**config.mk**
```make
export PLATFORM = sky130hd
export DESIGN_NAME = urxfg_ctrl
export DESIGN_NICKNAME = d
export VERILOG_FILES = /design/src/rtl/core/uart_rx_fifo_frame_gap_macros.svh /design/src/rtl/core/urxfg_pkg.sv /design/src/rtl/core/urxfg_ctrl.sv
export SDC_FILE = /design/constraint.sdc
export NUM_CORES = 1
export LEC_CHECK = 0
export BUFFER_PORTS_ARGS = -buffer_cell sky130_fd_sc_hd__buf_2
export CORE_AREA = 2 2 39 41
export CTS_CLUSTER_SIZE = 16
export DETAILED_ROUTE_END_ITERATION = 16
export DIE_AREA = 0 0 41 43
export GPL_TIMING_DRIVEN = 1
export PLACE_DENSITY = 0.38
export SLEW_MARGIN = 0
export SYNTH_ARGS = -nofsm -noshare
export SYNTH_HDL_FRONTEND = slang
export SYNTH_SLANG_ARGS = --single-unit
```
**constraint.sdc**
```tcl
create_clock -name clk -period 0.82 [get_ports clk]
set_clock_uncertainty 0.05 [all_clocks]
set_input_delay 0 -clock clk [delete_from_list [all_inputs] [get_ports clk]]
set_output_delay 0 -clock clk [all_outputs]
set_load 0.03 [all_outputs]
```
**src/rtl/core/uart_rx_fifo_frame_gap_macros.svh**
```systemverilog
// ----------------------------------------------------------------------------
// uart_rx_fifo_frame_gap assertion macros
// Short forms for the clocked checks at the end of the top level.
// ----------------------------------------------------------------------------
`ifndef UART_RX_FIFO_FRAME_GAP_MACROS_SVH
`define UART_RX_FIFO_FRAME_GAP_MACROS_SVH

// same-cycle implication, held off during reset
`define URXFG_ASSERT_IMP(label, ante, cons) \
	label: assert property (@(posedge clk) disable iff (!arst_n) (ante) |-> (cons)) \
		else $error("urxfg same-cycle check failed");

// next-cycle implication, held off during reset
`define URXFG_ASSERT_NXT(label, ante, cons) \
	label: assert property (@(posedge clk) disable iff (!arst_n) (ante) |=> (cons)) \
		else $error("urxfg next-cycle check failed");

`endif

```
**src/rtl/core/urxfg_pkg.sv**
```systemverilog
// ----------------------------------------------------------------------------
// urxfg_pkg
// Shared widths, request codes, state encoding and control structs for the
// receive FIFO with idle-gap frame detection.
// ----------------------------------------------------------------------------
`default_nettype none

package urxfg_pkg;

	// field widths
	localparam int unsigned REQ_W   = 3;
	localparam int unsigned DATA_W  = 8;
	localparam int unsigned OFF_W   = 8;
	localparam int unsigned GAP_W   = 16;
	localparam int unsigned FRAME_W = 8;

	// defaults
	localparam int unsigned          DEF_QUEUE_DEPTH = 256;
	localparam logic [GAP_W-1:0]     GAP_RESET       = 16'd10;

	// request codes
	typedef enum logic [REQ_W-1:0] {
		REQ_BYTE  = 3'd0,
		REQ_TICK  = 3'd1,
		REQ_POP   = 3'd2,
		REQ_PEEK  = 3'd3,
		REQ_FRAME = 3'd4
	} req_type_t;

	// controller states
	typedef enum logic [1:0] {
		ST_CLEAR,
		ST_IDLE,
		ST_RESULT
	} state_t;

	// controller to datapath
	typedef struct packed {
		logic clr;
		logic step;
	} cmd_t;

	// datapath to controller
	typedef struct packed {
		logic clr_last;
	} sts_t;

endpackage

`default_nettype wire

```
**src/rtl/core/urxfg_ctrl.sv**
```systemverilog
// ----------------------------------------------------------------------------
// urxfg_ctrl
// Sequencer: clearing pass after reset, then one item at a time with the
// result held until the sink takes it.
// ----------------------------------------------------------------------------
`default_nettype none

module urxfg_ctrl import urxfg_pkg::*; (
	input  wire logic clk,
	input  wire logic arst_n,
	input  wire logic in_valid,
	output logic      in_ready,
	output logic      out_valid,
	input  wire logic out_ready,
	input  wire sts_t sts,
	output cmd_t      cmd
);

	state_t state_q;
	state_t state_nxt;

	// state register
	always_ff @(posedge clk or negedge arst_n) begin
		if (!arst_n) begin
			state_q <= ST_CLEAR;
		end else begin
			state_q <= state_nxt;
		end
	end

	// next state
	always_comb begin
		state_nxt = state_q;
		unique case (state_q)
			ST_CLEAR: begin
				if (sts.clr_last) state_nxt = ST_IDLE;
			end
			ST_IDLE: begin
				if (in_valid) state_nxt = ST_RESULT;
			end
			ST_RESULT: begin
				if (out_ready) state_nxt = ST_IDLE;
			end
			default: state_nxt = ST_CLEAR;
		endcase
	end

	// outputs
	always_comb begin
		in_ready  = 1'b0;
		out_valid = 1'b0;
		cmd       = '0;
		unique case (state_q)
			ST_CLEAR: begin
				cmd.clr = 1'b1;
			end
			ST_IDLE: begin
				in_ready = 1'b1;
				cmd.step = in_valid;
			end
			ST_RESULT: begin
				out_valid = 1'b1;
			end
			default: begin
				cmd = '0;
			end
		endcase
	end

endmodule

`default_nettype wire

```
# After elaboration in Yosys (flattened, before gate mapping)
# Index checks and enable logic that the tools add are counted.
[word_totals]
out_inout_bits = 4
ff_bits = 2
inputBits = 5
[classes]
reduce_logical = 2
n_mux = 8
eq_ne = 5
[ops]
columns = ["cell", "count"]
rows = [
  ["$mux 2", 3],
  ["$ne 2x2->1 const B", 3],
  ["$pmux 2 s3", 1],
  ["$mux 1", 4],
  ["$reduce_and 3->1", 1],
  ["$eq 2x1->1 const B", 1],
  ["$eq 2x2->1 const B", 1],
  ["$logic_not 2->1", 1],
]

# Depth between registers and ports, before layout
[depth]
depth_word = 3
mapped_depth = 2

# Least setup slack after synthesis
# Ideal clock, no wire load.
[synth_path]
kind = "reg2reg"
start = "register state_q[1]"
end = "register state_q[1]"
stages_incl_launch_ff = 3
period_less_slack_ns = 1.036
required_ns = 0.652
arrival_time_ns = 0.868
path_slack_ns = -0.216
setup_ns = 0.118
cell_sequence = "dfrtp_1 > and2b_1 > a21o_1"
[synth_between]
elab_chain_len = 3
elab_cells_between_ends = 8
classes_between = "eq/ne (5); mux (1); reduce/logical (2)"
[synth_lines]
columns = ["element", "line_no", "rtl"]
rows = [
  ["start: declaration", "urxfg_ctrl.sv:19", "state_t state_q;"],
  ["start signal: assignment", "urxfg_ctrl.sv:27", "state_q <= state_nxt;"],
  ["$eq 2x2->1 (tied with other cells)", "urxfg_ctrl.sv:34", "unique case (state_q)"],
  ["$ne 2x2->1 (no line)", "-", ""],
  ["$reduce_and 3->1 (no line)", "-", ""],
]
# Several ways; a longest one is shown, not always the timed one.
# A chain may end at the register's enable or synchronous reset.

# Worst setup path after layout
[layout_path]
start = "register state_q[0]"
end = "register state_q[1]"
# Same word-level chain as after synthesis.

==> out/summary.json <==
{
  "outcome": {
    "run_status": "finished, violations left",
    "failed_checks": "negative setup slack"
  },
  "floorplanning": {
    "die_area_um2": 1763,
    "floorplan.io_pins": 9,
    "die_w_um": 41,
    "rows": 14,
    "start_util": 0.08137,
    "die-height_um": 43,
    "core_area_um2": 1384
  },
  "job": {
    "drv_cap": 0
  },
  "yosys": {
    "synthesis.nets": 16,
    "seq_area_frac_synth": 0.4444,
    "postSynthCellCount": 11,
    "synth.avg_cell_area_um2": 10.24,
    "synth.largest_area_cell": "sky130_fd_sc_hd__dfrtp_1",
    "post_synth_num_cell_types": 9,
    "synth_top_cells_by_area": "sky130_fd_sc_hd__dfrtp_1 (44%), sky130_fd_sc_hd__mux2i_1 (8.9%), sky130_fd_sc_hd__and2b_2 (7.8%)",
    "post_synth_instance_area_um2": 112.6,
    "synth-seq-cells": 2,
    "yosysWarningCount": 0,
    "synth_largest_type_area_fraction": 0.4444
  },
  "clocking": {
    "cts_root_buffer": "sky130_fd_sc_hd__clkbuf_4",
    "path_clk_slew_ns": 0.03,
    "htree_num_levels": 1,
    "cts.sinks": 2,
    "clock_tree_from_tritoncts": "yes",
    "worstSkewPairLatency_ns": 0.22,
    "tritoncts.num_buffers": 3,
    "max-clock-path-buffers": 2
  },
  "global_routing": {
    "groute.usage.overall": 0.05622,
    "grt_pass1_wl_um": 545,
    "grt_start_max_net_pins": 6,
    "globalRoute.totalOverflow": 0,
    "antenna_found_initial": 0,
    "first_global_vias": 130
  },
  "power_and_ir_drop": {
    "power.ir.vdd_worst_v": 0.001251,
    "switching_share": 0.3940,
    "total_leakage_power_nw": 0.1467,
    "switchingPower_uw": 451.0,
    "clkPwrFrac": 0.190,
    "p_int_uw": 693.8,
    "power_per_cell_area_nw_per_um2": 4336,
    "combinational_power_share": 0.636,
    "sequential_cell_fraction_of_total_power": 0.174
  },
  "worst_setup_path": {
    "worst-endpoint-required_ns": 0.88,
    "path_class": "reg2reg",
    "worst_ep_arrival_time_ns": 1.14,
    "timing.critical_path.max_delay_family": "flip-flops",
    "path_max_fanout": 5,
    "timing.critical_path.buf_inv": 1,
    "path_cells": "and3b_2, buf_4, a21o_1",
    "worstSetupEndpointType": "register",
    "startpoint_type_of_the_worst_setup_path": "register",
    "critical_path.slowest_cell": "sky130_fd_sc_hd__dfrtp_1",
    "crit_path_max_incr_delay_ns": 0.40
  },
  "timing": {
    "worst_slack_ns": -0.2579,
    "max_freq_ghz": 0.9277,
    "finalMaxSlewViolations": 0,
    "hold_viol_final": 0,
    "finalCritPeriodShare": 1.315,
    "slew_headroom": 0.9125,
    "grt_setup_unrepaired": "true",
    "worst_pin_slew_ns": 0.1275,
    "setup_viol_count_final": 6,
    "finalCriticalPeriod_ns": 1.078
  },
  "finish": {
    "largest_registers": "state_q (2)",
    "antenna_cells": 0,
    "utilization_of_the_core_after_routing": 0.1908,
    "layout.cells.most_common_list": "sky130_fd_sc_hd__buf_2 (4), sky130_fd_sc_hd__buf_6 (4), sky130_fd_sc_hd__buf_4 (4)",
    "area_growth_pct": 134.4,
    "post_route_standard_cell_area_excluding_fillers_um2": 264.0,
    "fin_nets": 34,
    "top_register": "state_q",
    "largest_register_ffs": 2,
    "fraction_of_layout_instances_using_a_drive_strength_above_1": 0.6667
  },
  "detailed_routing": {
    "detailroute.via_count": 144,
    "detail_route.iter0.violations": 1,
    "drt_drc_violations_left": 0,
    "routedWlPerCell_um": 9.535,
    "drt.antenna.violating_nets": 0,
    "finalWirelength_um": 410,
    "drt-pass1-iter-count": 2,
    "drt-vias-per-instance": 3.349
  },
  "placement": {
    "place_worst_setup_slack_ns": -0.1275,
    "dpl_cell_area_um2": 176.4,
    "port-buffer-count": 8,
    "globalplace.congestion": 0.5527
  },
  "hold_path": {
    "holdCritPathClass": "in2reg"
  }
}
## kinds of logic after synthesis
group | Yosys count | synth area share
multiplexers | 1 | 0.08889
AO/OA/AOI/OAI | 2 | 0.1445
flip-flops | 2 | 0.4445
AND/OR/NAND/NOR | 4 | 0.2556
buffers and inverters | 2 | 0.06669
## per-stage QoR
step / total power, mW / hold WS [ns] / TNS (ns) / cells
3_3_place_gp: 0.6595 / -0.2633 / -0.2965 / 35
3_5_place_dp: 0.6787 / -0.2616 / -0.4469 / 35
4_1_cts: 1.088 / 0.003487 / -1.166 / 41
2_1_floorplan: 0.5481 / -0.3456 / -0.3400 / 11
6_report: 1.145 / 0.01231 / -1.356 / 43
5_1_grt: 1.210 / 0.01375 / -1.596 / 43
## power by group through the flow
| stage | registers (mW) | logic, mW | clock network [mW] |
|---|---|---|---|
| after floorplan | 0.188 | 0.360 | 0 |
| after global placement | 0.194 | 0.465 | 0 |
| after detailed placement | 0.207 | 0.472 | 0 |
| after CTS | 0.198 | 0.655 | 0.235 |
| after global routing | 0.207 | 0.759 | 0.244 |
| final | 0.199 | 0.728 | 0.218 |
## metal layers
layer / vias up / track usage / wire [µm]
met5: - / 0 / 0
met4: 0 / 0.08000 / 14
met3: 2 / 0.04712 / 52
met2: 11 / 0.05000 / 157
met1: 62 / 0.06109 / 185
li1: 69 / - / -
## final cells by class
cell class,instances,area [µm²]
Multi-Input combinational cell,7,58.81
Sequential cell,2,50.05
Tap cell,16,20.02
Clock buffer,3,22.52
Timing Repair Buffer,13,105.1
Inverter,2,7.507
Fill cell,162,1120
## path summary, 6_finish.rpt
| check | slack, ns | cells after the start | startpoint | to |
|---|---|---|---|---|
| max | -0.26 | 3 | state_q[0]$_DFFE_PN0P_ | state_q[1]$_DFFE_PN0P_ |
| min | 0.01 | 3 | in_valid | state_q[0]$_DFFE_PN0P_ |
| max reg2reg | -0.26 | 3 | state_q[0]$_DFFE_PN0P_ | state_q[1]$_DFFE_PN0P_ |
| min reg2reg | 0.57 | 2 | state_q[0]$_DFFE_PN0P_ | state_q[0]$_DFFE_PN0P_ |
| max in group asynchronous | 0.57 | 2 | arst_n | state_q[1]$_DFFE_PN0P_ |
| min in group asynchronous | 0.05 | 2 | arst_n | state_q[0]$_DFFE_PN0P_ |
## cells in the mapped netlist
cell                        count
sky130_fd_sc_hd__dfrtp_1        2
sky130_fd_sc_hd__inv_1          2
sky130_fd_sc_hd__a21o_1         1
sky130_fd_sc_hd__and2b_1        1
sky130_fd_sc_hd__and2b_2        1
sky130_fd_sc_hd__and3b_1        1
sky130_fd_sc_hd__mux2i_1        1
sky130_fd_sc_hd__nor2_1         1
sky130_fd_sc_hd__o2bb2ai_1      1
## worst register-to-register path, cell delays in order, from the launching register on
cell,delay [ns]
sky130_fd_sc_hd__dfrtp_1,0.40
sky130_fd_sc_hd__and3b_2,0.24
sky130_fd_sc_hd__buf_4,0.13
sky130_fd_sc_hd__a21o_1,0.14
## timing repair
item,4_1_cts,5_1_grt
hold buffers,1,0
resized for setup,7,1
endpoints found under the hold margin,2,0
setup endpoints to repair,6,6
setup buffers,2,2
pin swaps,1,2
No activity file was read; power rests on OpenSTA's default activity.
