File: src/rtl/core/uart_rx_fifo_frame_gap_macros.svh
// ----------------------------------------------------------------------------
// uart_rx_fifo_frame_gap assertion macros
// Short forms for the clocked checks at the end of the top level.
// ----------------------------------------------------------------------------
`ifndef UART_RX_FIFO_FRAME_GAP_MACROS_SVH
`define UART_RX_FIFO_FRAME_GAP_MACROS_SVH

// same-cycle implication, held off during reset
`define URXFG_ASSERT_IMP(label, ante, cons) \
	label: assert property (@(posedge clk) disable iff (!arst_n) (ante) |-> (cons)) \
		else $error("urxfg same-cycle check failed");

// next-cycle implication, held off during reset
`define URXFG_ASSERT_NXT(label, ante, cons) \
	label: assert property (@(posedge clk) disable iff (!arst_n) (ante) |=> (cons)) \
		else $error("urxfg next-cycle check failed");

`endif

File: src/rtl/core/urxfg_pkg.sv
// ----------------------------------------------------------------------------
// urxfg_pkg
// Shared widths, request codes, state encoding and control structs for the
// receive FIFO with idle-gap frame detection.
// ----------------------------------------------------------------------------
`default_nettype none

package urxfg_pkg;

	// field widths
	localparam int unsigned REQ_W   = 3;
	localparam int unsigned DATA_W  = 8;
	localparam int unsigned OFF_W   = 8;
	localparam int unsigned GAP_W   = 16;
	localparam int unsigned FRAME_W = 8;

	// defaults
	localparam int unsigned          DEF_QUEUE_DEPTH = 256;
	localparam logic [GAP_W-1:0]     GAP_RESET       = 16'd10;

	// request codes
	typedef enum logic [REQ_W-1:0] {
		REQ_BYTE  = 3'd0,
		REQ_TICK  = 3'd1,
		REQ_POP   = 3'd2,
		REQ_PEEK  = 3'd3,
		REQ_FRAME = 3'd4
	} req_type_t;

	// controller states
	typedef enum logic [1:0] {
		ST_CLEAR,
		ST_IDLE,
		ST_RESULT
	} state_t;

	// controller to datapath
	typedef struct packed {
		logic clr;
		logic step;
	} cmd_t;

	// datapath to controller
	typedef struct packed {
		logic clr_last;
	} sts_t;

endpackage

`default_nettype wire

File: src/rtl/core/urxfg_dp.sv
// ----------------------------------------------------------------------------
// urxfg_dp
// Ring memory, head/tail/count, overflow bit, gap timer and frame counter.
// Queue, timer and frame state moves on the accept edge of an item.
// ----------------------------------------------------------------------------
`default_nettype none

module urxfg_dp import urxfg_pkg::*; #(
	parameter int unsigned QUEUE_DEPTH = DEF_QUEUE_DEPTH
) (
	input  wire logic                       clk,
	input  wire logic                       arst_n,
	input  wire cmd_t                       cmd,
	output sts_t                            sts,
	input  wire logic [REQ_W-1:0]           req_type,
	input  wire logic [DATA_W-1:0]          rx_byte,
	input  wire logic [OFF_W-1:0]           peek_offset,
	input  wire logic                       cfg_we,
	input  wire logic [GAP_W-1:0]           cfg_wdata,
	output logic [DATA_W-1:0]               read_data,
	output logic                            read_valid,
	output logic                            byte_accepted,
	output logic [$clog2(QUEUE_DEPTH+1)-1:0] fill_count,
	output logic                            overflow_flag,
	output logic [FRAME_W-1:0]              frame_count
);

	localparam int unsigned AW    = $clog2(QUEUE_DEPTH);
	localparam int unsigned CNT_W = $clog2(QUEUE_DEPTH + 1);
	localparam int unsigned NOFF  = 2 ** OFF_W;

	localparam logic [AW-1:0]    LAST_IDX = AW'(QUEUE_DEPTH - 1);
	localparam logic [CNT_W-1:0] FULL_CNT = CNT_W'(QUEUE_DEPTH);
	localparam logic [AW:0]      DEPTH_W  = (AW+1)'(QUEUE_DEPTH);

	// offset reduced modulo the depth, built at elaboration
	typedef logic [AW-1:0] off_tbl_t [NOFF];

	function automatic off_tbl_t build_off_mod();
		off_tbl_t t;
		for (int i = 0; i < NOFF; i++) begin
			t[i] = AW'(i % QUEUE_DEPTH);
		end
		return t;
	endfunction

	localparam off_tbl_t OFF_MOD = build_off_mod();

	logic [DATA_W-1:0]  mem [QUEUE_DEPTH];

	logic [AW-1:0]      head_q;
	logic [AW-1:0]      tail_q;
	logic [CNT_W-1:0]   count_q;
	logic [GAP_W-1:0]   timer_q;
	logic               running_q;
	logic               ovf_q;
	logic [FRAME_W-1:0] frames_q;
	logic [GAP_W-1:0]   gap_q;
	logic [AW-1:0]      clr_q;
	logic [DATA_W-1:0]  rdata_q;
	logic               rvalid_q;
	logic               acc_q;

	req_type_t          req;
	logic               full;
	logic               empty;
	logic               last_slot;
	logic [AW-1:0]      head_inc;
	logic [AW-1:0]      tail_inc;
	logic [AW:0]        peek_sum;
	logic [AW-1:0]      peek_addr;
	logic [GAP_W-1:0]   timer_inc;
	logic               rd_en;
	logic [AW-1:0]      rd_addr;
	logic               mem_we;
	logic [AW-1:0]      wr_addr;
	logic [DATA_W-1:0]  wr_data;

	assign req       = req_type_t'(req_type);
	assign full      = (count_q == FULL_CNT);
	assign empty     = (count_q == '0);
	assign last_slot = (count_q == FULL_CNT - CNT_W'(1));
	assign head_inc  = (head_q == LAST_IDX) ? '0 : head_q + AW'(1);
	assign tail_inc  = (tail_q == LAST_IDX) ? '0 : tail_q + AW'(1);
	assign timer_inc = timer_q + GAP_W'(1);

	// peek address: head plus reduced offset, one conditional subtract
	assign peek_sum  = {1'b0, head_q} + {1'b0, OFF_MOD[peek_offset]};
	assign peek_addr = (peek_sum >= DEPTH_W) ? AW'(peek_sum - DEPTH_W) : peek_sum[AW-1:0];

	// memory port control
	always_comb begin
		rd_en   = 1'b0;
		rd_addr = head_q;
		mem_we  = 1'b0;
		wr_addr = tail_q;
		wr_data = rx_byte;
		if (cmd.clr) begin
			mem_we  = 1'b1;
			wr_addr = clr_q;
			wr_data = '0;
		end else if (cmd.step) begin
			unique case (req)
				REQ_BYTE:  mem_we = !full;
				REQ_POP:   rd_en  = !empty;
				REQ_PEEK: begin
					rd_en   = 1'b1;
					rd_addr = peek_addr;
				end
				default: begin
					rd_en  = 1'b0;
					mem_we = 1'b0;
				end
			endcase
		end
	end

	// ring memory
	always_ff @(posedge clk) begin
		if (mem_we) mem[wr_addr] <= wr_data;
	end

	always_ff @(posedge clk) begin
		if (rd_en) rdata_q <= mem[rd_addr];
	end

	// clearing pass address
	always_ff @(posedge clk or negedge arst_n) begin
		if (!arst_n) begin
			clr_q <= '0;
		end else if (cmd.clr) begin
			clr_q <= (clr_q == LAST_IDX) ? '0 : clr_q + AW'(1);
		end
	end

	assign sts.clr_last = (clr_q == LAST_IDX);

	// gap limit register
	always_ff @(posedge clk or negedge arst_n) begin
		if (!arst_n) begin
			gap_q <= GAP_RESET;
		end else if (cfg_we) begin
			gap_q <= cfg_wdata;
		end
	end

	// queue, timer and frame state
	always_ff @(posedge clk or negedge arst_n) begin
		if (!arst_n) begin
			head_q    <= '0;
			tail_q    <= '0;
			count_q   <= '0;
			timer_q   <= '0;
			running_q <= 1'b0;
			ovf_q     <= 1'b0;
			frames_q  <= '0;
			rvalid_q  <= 1'b0;
			acc_q     <= 1'b0;
		end else if (cmd.step) begin
			unique case (req)
				REQ_BYTE: begin
					rvalid_q <= 1'b0;
					if (full) begin
						acc_q     <= 1'b0;
						running_q <= 1'b0;
						ovf_q     <= 1'b1;
					end else begin
						tail_q    <= tail_inc;
						count_q   <= count_q + CNT_W'(1);
						acc_q     <= 1'b1;
						timer_q   <= '0;
						ovf_q     <= last_slot;
						running_q <= !last_slot;
					end
				end
				REQ_TICK: begin
					rvalid_q <= 1'b0;
					acc_q    <= 1'b0;
					if (running_q) begin
						if (timer_inc == gap_q) begin
							frames_q  <= frames_q + FRAME_W'(1);
							running_q <= 1'b0;
							timer_q   <= '0;
						end else begin
							timer_q <= timer_inc;
						end
					end
				end
				REQ_POP: begin
					rvalid_q <= !empty;
					acc_q    <= 1'b0;
					if (!empty) begin
						head_q  <= head_inc;
						count_q <= count_q - CNT_W'(1);
					end
				end
				REQ_PEEK: begin
					rvalid_q <= 1'b1;
					acc_q    <= 1'b0;
				end
				REQ_FRAME: begin
					rvalid_q <= 1'b0;
					acc_q    <= 1'b0;
					if (frames_q != '0) frames_q <= frames_q - FRAME_W'(1);
				end
				default: begin
					rvalid_q <= 1'b0;
					acc_q    <= 1'b0;
				end
			endcase
		end
	end

	// result fields
	assign read_data     = rvalid_q ? rdata_q : '0;
	assign read_valid    = rvalid_q;
	assign byte_accepted = acc_q;
	assign fill_count    = count_q;
	assign overflow_flag = ovf_q;
	assign frame_count   = frames_q;

endmodule

`default_nettype wire

File: config.mk
export PLATFORM = sky130hd
export DESIGN_NAME = urxfg_dp
export DESIGN_NICKNAME = d
export VERILOG_FILES = /design/src/rtl/core/uart_rx_fifo_frame_gap_macros.svh /design/src/rtl/core/urxfg_pkg.sv /design/src/rtl/core/urxfg_dp.sv
export SDC_FILE = /design/constraint.sdc
export NUM_CORES = 2
export LEC_CHECK = 0
export BUFFER_PORTS_ARGS = -buffer_cell sky130_fd_sc_hd__buf_4
export CORE_ASPECT_RATIO = 0.75
export CORE_MARGIN = 5
export CORE_UTILIZATION = 45
export CTS_BUF_LIST = sky130_fd_sc_hd__clkbuf_4 sky130_fd_sc_hd__clkbuf_8 sky130_fd_sc_hd__clkbuf_16
export CTS_CLUSTER_SIZE = 10
export DETAILED_ROUTE_END_ITERATION = 8
export SLEW_MARGIN = 20
export SYNTH_ARGS = -nofsm -noshare
export SYNTH_HDL_FRONTEND = slang
export SYNTH_SLANG_ARGS = --single-unit
File: constraint.sdc
create_clock -name clk -period 4.84 [get_ports clk]
set_input_delay 0.968 -clock clk [delete_from_list [all_inputs] [get_ports clk]]
set_output_delay 0.968 -clock clk [all_outputs]
set_load 0.005 [all_outputs]
; Word level (Yosys, flattened, before mapping)
; Memory sizes are Yosys's and may differ from the RTL's. A register that Yosys moved wholly into a read port is not among the register bits.
; Index checks and enable logic that the tools add are counted.
[totals]
ramBits = 2048
reg_bits = 77
output_inout_bits = 29
memories = 2
rom_bits = 2048
[classes]
bitwise_logic = 3
reduce_logical = 16
n_mux = 38
order_cmp = 2
n_addsub = 10
n_eq_ne = 15
[mem_list]
columns = name, depth, word_bits, rd, rd_clocked_by_memory_dff, write_ports, line
row1 = (no name shown), 256, 8, 1, 0, 0, urxfg_dp.sv:88  ; assign peek_sum = {1'b0, head_q} + {1'b0, OFF_MOD[peek_offset]};
row2 = mem, 256, 8, 1, 1, 1, urxfg_dp.sv:49  ; logic [DATA_W-1:0] mem [QUEUE_DEPTH];
[ops]
columns = operator, n
row1 = $mux W8, 15
row2 = $mux W16, 3
row3 = $add A8 B1 Y8 const B, 4
row4 = $pmux W16 S2, 1
row5 = $eq A8 B8 Y1 const B, 3
row6 = $ge A9 B9 Y1 const B, 2
row7 = $mux W9, 2
row8 = $pmux W9 S2, 1
row9 = $add A16 B1 Y16 const B, 1
row10 = $eq A16 B16 Y1, 1
row11 = $pmux W8 S2, 1
row12 = $sub A8 B1 Y8 const B, 2
row13 = $mux W1, 13
row14 = $ne A2 B2 Y1 const B, 5
row15 = $add A8 B8 Y9, 1
row16 = $add A9 B1 Y9 const B, 1
row17 = $eq A9 B8 Y1 const B, 1
row18 = $eq A9 B9 Y1 const B, 1
row19 = $logic_not A9 Y1, 1
row20 = $not A8 Y9, 1
row21 = $sub A9 B1 Y9 const B, 1
row22 = $reduce_and A4 Y1, 2
row23 = $reduce_bool A8 Y1, 1
row24 = $eq A3 B2 Y1 const B, 2
row25 = 10 further kinds, 18

; Longest topological paths before layout
[logic_depth]
word_depth = 10
depth_mapped = 18

; Least setup slack after synthesis
; No wires, ideal clock.
[synth_path]
path_kind = input-to-reg
from = input cmd[1] in the netlist's numbering
to = memory mem[0][0], data pin
required_ps = 3394
setup_ps = 1446
t_arrival_ps = 7812
setup_slack_ps = -4418
stages = 4
cell_sequence = clkbuf_1 > clkbuf_1 > clkbuf_1 > nor2b_1
[synth_between]
elab_chain_cells = 1
[synth_rtl]
columns = item, line
row1 = "start, declared", urxfg_dp.sv:13  ; input wire cmd_t cmd,
row2 = $mux W8, urxfg_dp.sv:98  ; if (cmd.clr) begin
row3 = net wr_data[0], urxfg_dp.sv:77  ; logic [DATA_W-1:0] wr_data;
row4 = "end, declared", urxfg_dp.sv:49
; The timed path passes the listed nets, and every way through them passes these cells.

; Worst setup path after layout
[layout_path]
from = register head_q[1]
to = register rdata_q[4], read port of mem, data pin
[layout_between]
elab_chain_cells = 6
elab_cells_between_ends = 7
classes_between = add/sub (2) / order compare (1) / mux (4)
[layout_rtl]
columns = item, line
row1 = "start, declared", urxfg_dp.sv:51  ; logic [AW-1:0] head_q;
row2 = "start signal, assigned", urxfg_dp.sv:193  ; head_q <= head_inc;
row3 = $add A8 B8 Y9, urxfg_dp.sv:88
row4 = $sub A8 B1 Y8 / $ge A9 B9 Y1 (equally long branches), urxfg_dp.sv:89  ; assign peek_addr = (peek_sum >= DEPTH_W) ? AW'(peek_sum - DEPTH_W) : peek_sum[AW-1:0];
row5 = $mux W8, urxfg_dp.sv:89
row6 = $mux W8, urxfg_dp.sv:103  ; unique case (req)
row7 = $mux W8, urxfg_dp.sv:102  ; end else if (cmd.step) begin
row8 = $mux W8 (*), urxfg_dp.sv:98
row9 = "end, declared", urxfg_dp.sv:60  ; logic [DATA_W-1:0] rdata_q;
; Every way passes the cells marked *; elsewhere a longest branch is shown, timed or not.
; A chain may end at the register's enable or synchronous reset.

==> impl_metrics.tcl <==
set metrics [dict create \
    status "complete, no violations" \
    r2r_setup_slack_ns 0.09 \
    wl_per_cell_um 31.0 \
    cts.root.buffer_cell "clkbuf_16" \
    cts_buffers 232 \
    drv_slew 0 \
    syn_area_sq_um 86800 \
    first_iter_violations 8714 \
    synth_ff_type "edfxtp_1" \
    vias_per_cell 6.21 \
    core_sq_um 192000 \
    drive_gt1_share_pct 18.5 \
    place_hpwl_um 189000 \
    pwr_density_cell_nw_per_um2 526 \
    fin_crit_sh_pct 98.1 \
    clk_latency_ns 0.87 \
    yosys.area.top_type_share_pct 71.1 \
    cts_tree "built" \
    critical_path_buf_inv_count 4 \
    globalRouteOverflowTotal 0 \
    cp.required_ns 5.43 \
    path_cells "inv_1 > fa_1 > nand3_4 > and2_4 > buf_12 > buf_12 > buf_4 > nand2_1 > nand3_1 > a32oi_1 > a21oi_1 > a21oi_2 > o21ai_0 > or4_1" \
    ctsHoldBuffers 0 \
    htree_levels 4 \
    clock_skew_ns 0.0662 \
    slew-limit-headroom_pct 19.5 \
    die_h_um 390 \
    hold_viol_final 0 \
    synth_fp_nets 6155 \
    syn_inst 6088 \
    yosys.area_share.xor_xnor_pct 0.606 \
    power.static_leakage_nw 36.5 \
    ant_nets 0 \
    synthTopCellsByArea "edfxtp_1 71%, nand2_1 4.7%, mux2i_1 4.5%" \
    path_max_fanout 40 \
    synthDistinctLibCells 88 \
    grt_max_degree 113 \
    critPathSlowestCell "fa_1" \
    synth_edf_count 2056 \
    grt_pass1_vias 54923 \
    synth-simple-area-share_pct 9.60 \
    fill_cells 15643 \
    tightest_slew_ns 1.19 \
    crit_path_max_incr_delay_ns 0.62 \
    synth_mux_area_share_pct 4.99 \
    worst_setup_path_start_kind "register" \
    fin_area_sq_um 103000 \
    start_util_pct 45.3 \
    min_path_type "primary input to async pin" \
    async_flop_share_pct 3.61 \
    yosysSeqAreaShare_pct 73.4 \
    grtUsageTotal_pct 28.4 \
    placed_cell_area_sq_um 96100 \
    fin_nets 6881 \
    period_minus_slack_ns 4.75 \
    ir_drop_uv 396 \
    drt-total-wl_um 292000 \
    clock-sinks 2133 \
    setup-tns-final_ns 0 \
    cap_violations 0 \
    syn2layout_area_growth_pct 18.3 \
    synth_warnings 0 \
    port_buffers 68 \
    synth_compound_area_share_pct 8.45 \
    die-area_sq_um 202000 \
    synth_area_leader_cell "edfxtp_1" \
    critPathTopFamily "compound AO/OA/AOI/OAI gates" \
    num_io_pins 69 \
    regToRegEndpoint "rdata_q[4]$_DFFE_PP_" \
    worstSetupPathType "register to register" \
    route.detailed.drc 0 \
    clk_pin_slew_worst_paths_ns 0.06 \
    fmax_mhz 211 \
    cts_buffer_depth 3 \
    grt_setup_unrepaired "false" \
    grt_pass1_wl_um 412000 \
    synth_fa_ha_area_share_pct 0.415 \
    vias 58463 \
    seq_area_sq_um 63700 \
    worst-r2r-cell-count 14 \
    cpMostUsedCell "buf_12" \
    arrival_ns 5.34 \
    firstDrtPassIters 6 \
    die_width_um 517 \
    multi_input_area_sq_um 21100 \
    avgSynthCellArea_sq_um 14.3 \
    end_kind "register" \
    reg2reg_from "head_q[1]$_DFFE_PN0P_" \
    synth_top_family_by_area "simple AND/OR/NAND/NOR gates" \
    ys_ff_latch 2133 \
    place.gp.congestion 0.940 \
    num_rows 139 \
    antenna_found_initial 15 \
    setup_viol 0 \
]
[per-layer routing]
metal / GRT usage (%) / routed length (um)
met3: 9.08 / 40500
met1: 42.5 / 120000
met4: 9.22 / 10400
met2: 39.3 / 121000
met5: 0.661 / 264
[timing repair]
| item | CTS | global route |
|---|---|---|
| endpoints found under the setup margin | 1 | 4 |
| resized for setup | 1 | 5 |
| setup buffers | 0 | 3 |
| pin swaps | 0 | 1 |
| endpoints found under the hold margin | 0 | 0 |
[report_power, final]
part	switching, W	internal (W)	total [W]
clock	0.00684	0.00888	0.0157
sequential	0.000266	0.0206	0.0208
combinational	0.0115	0.00595	0.0174
[layout by cell type (no fill, tap or decap), types with 27 or more instances in the layout]
master,Yosys,final
a211oi_1,58,56
a21oi_1,308,307
a221oi_1,121,121
a311oi_1,44,42
a31oi_1,53,51
a32oi_1,118,118
and3_1,86,86
buf_12,2,113
buf_4,64,778
clkbuf_16,0,238
clkbuf_4,0,34
dfrtp_1,75,75
edfxtp_1,2056,2056
inv_1,29,29
mux2_2,33,33
mux2i_1,391,391
nand2_1,1093,1089
nand3_1,237,237
nand4_1,27,27
nor2_1,340,333
nor3_1,39,38
nor4_1,42,42
o21ai_0,99,99
o22ai_1,90,90
xnor2_1,45,45
[sequential cells by signal (all words and copies together), names as in the netlist]
name / count
tail_q: 8
timer_q: 16
frame_count: 8
overflow_flag: 1
gap_q: 16
byte_accepted: 1
fill_count: 9
mem: 2048
running_q: 1
head_q: 8
read_valid: 1
rdata_q: 8
clr_q: 8
[logic make-up (layout without fill, tap and decap cells)]
group,count (synthesis),in the layout
buf+inv,430,1206
xor+xnor,60,60
simple gates,1946,1946
compound gates,1066,1066
mux,426,426
other cells,0,13
flops,2133,2133
fa+ha+maj,27,27
[per-stage QoR]
stage / util, % / power, W / cells / hold slack [ns] / setup slack (ns)
4_1_cts: 53.5 / 0.0535 / 9398 / 0.261 / 0.0333
5_1_grt: 53.6 / 0.0554 / 9402 / 0.171 / 0.113
2_1_floorplan: - / 0.0296 / 6088 / 0.470 / -1.38
6_report: 53.6 / 0.0540 / 9415 / 0.128 / 0.0930
3_5_place_dp: 50.2 / 0.0380 / 9114 / 0.495 / -0.675
3_3_place_gp: 50.2 / 0.0379 / 9114 / 0.490 / -0.674
[synthesized netlist by cell type, drive strengths merged, types with 55 or more instances]
master	number
mux2i	391
and3	86
clkbuf	126
a21oi	309
dfrtp	75
o22ai	90
nand2	1095
edfxtp	2056
buf	275
o21ai	111
nor2	342
a211oi	59
nand3	238
a31oi	55
a32oi	118
a221oi	122
[final cells by class]
cell class                 instances  share of cell area [%]
antenna                           13                  0.0317
clock buffer                     273                    6.06
clock inverter                    11                   0.175
inverter                          29                   0.106
multi-input combinational       3525                    20.6
sequential                      2133                    62.0
tap                             2538                    3.09
timing repair buffer             893                    7.93
[how the worst max path moves through the flow]
stage / cells past startpoint / end / start / slack (ns)
after detailed placement: 14 / rdata_q[4]$_DFFE_PP_ / req_type[2] / -0.68
after global placement: 15 / rdata_q[4]$_DFFE_PP_ / peek_offset[0] / -0.67
after CTS: 13 / rdata_q[0]$_DFFE_PP_ / head_q[1]$_DFFE_PN0P_ / 0.03
after floorplan: 4 / mem[0][0]$_DFFE_PP_ / cmd[1] / -1.38
after global routing: 13 / rdata_q[1]$_DFFE_PP_ / head_q[1]$_DFFE_PN0P_ / 0.11
final: 14 / rdata_q[4]$_DFFE_PP_ / head_q[1]$_DFFE_PN0P_ / 0.09
(Power assumes the default switching activity.)
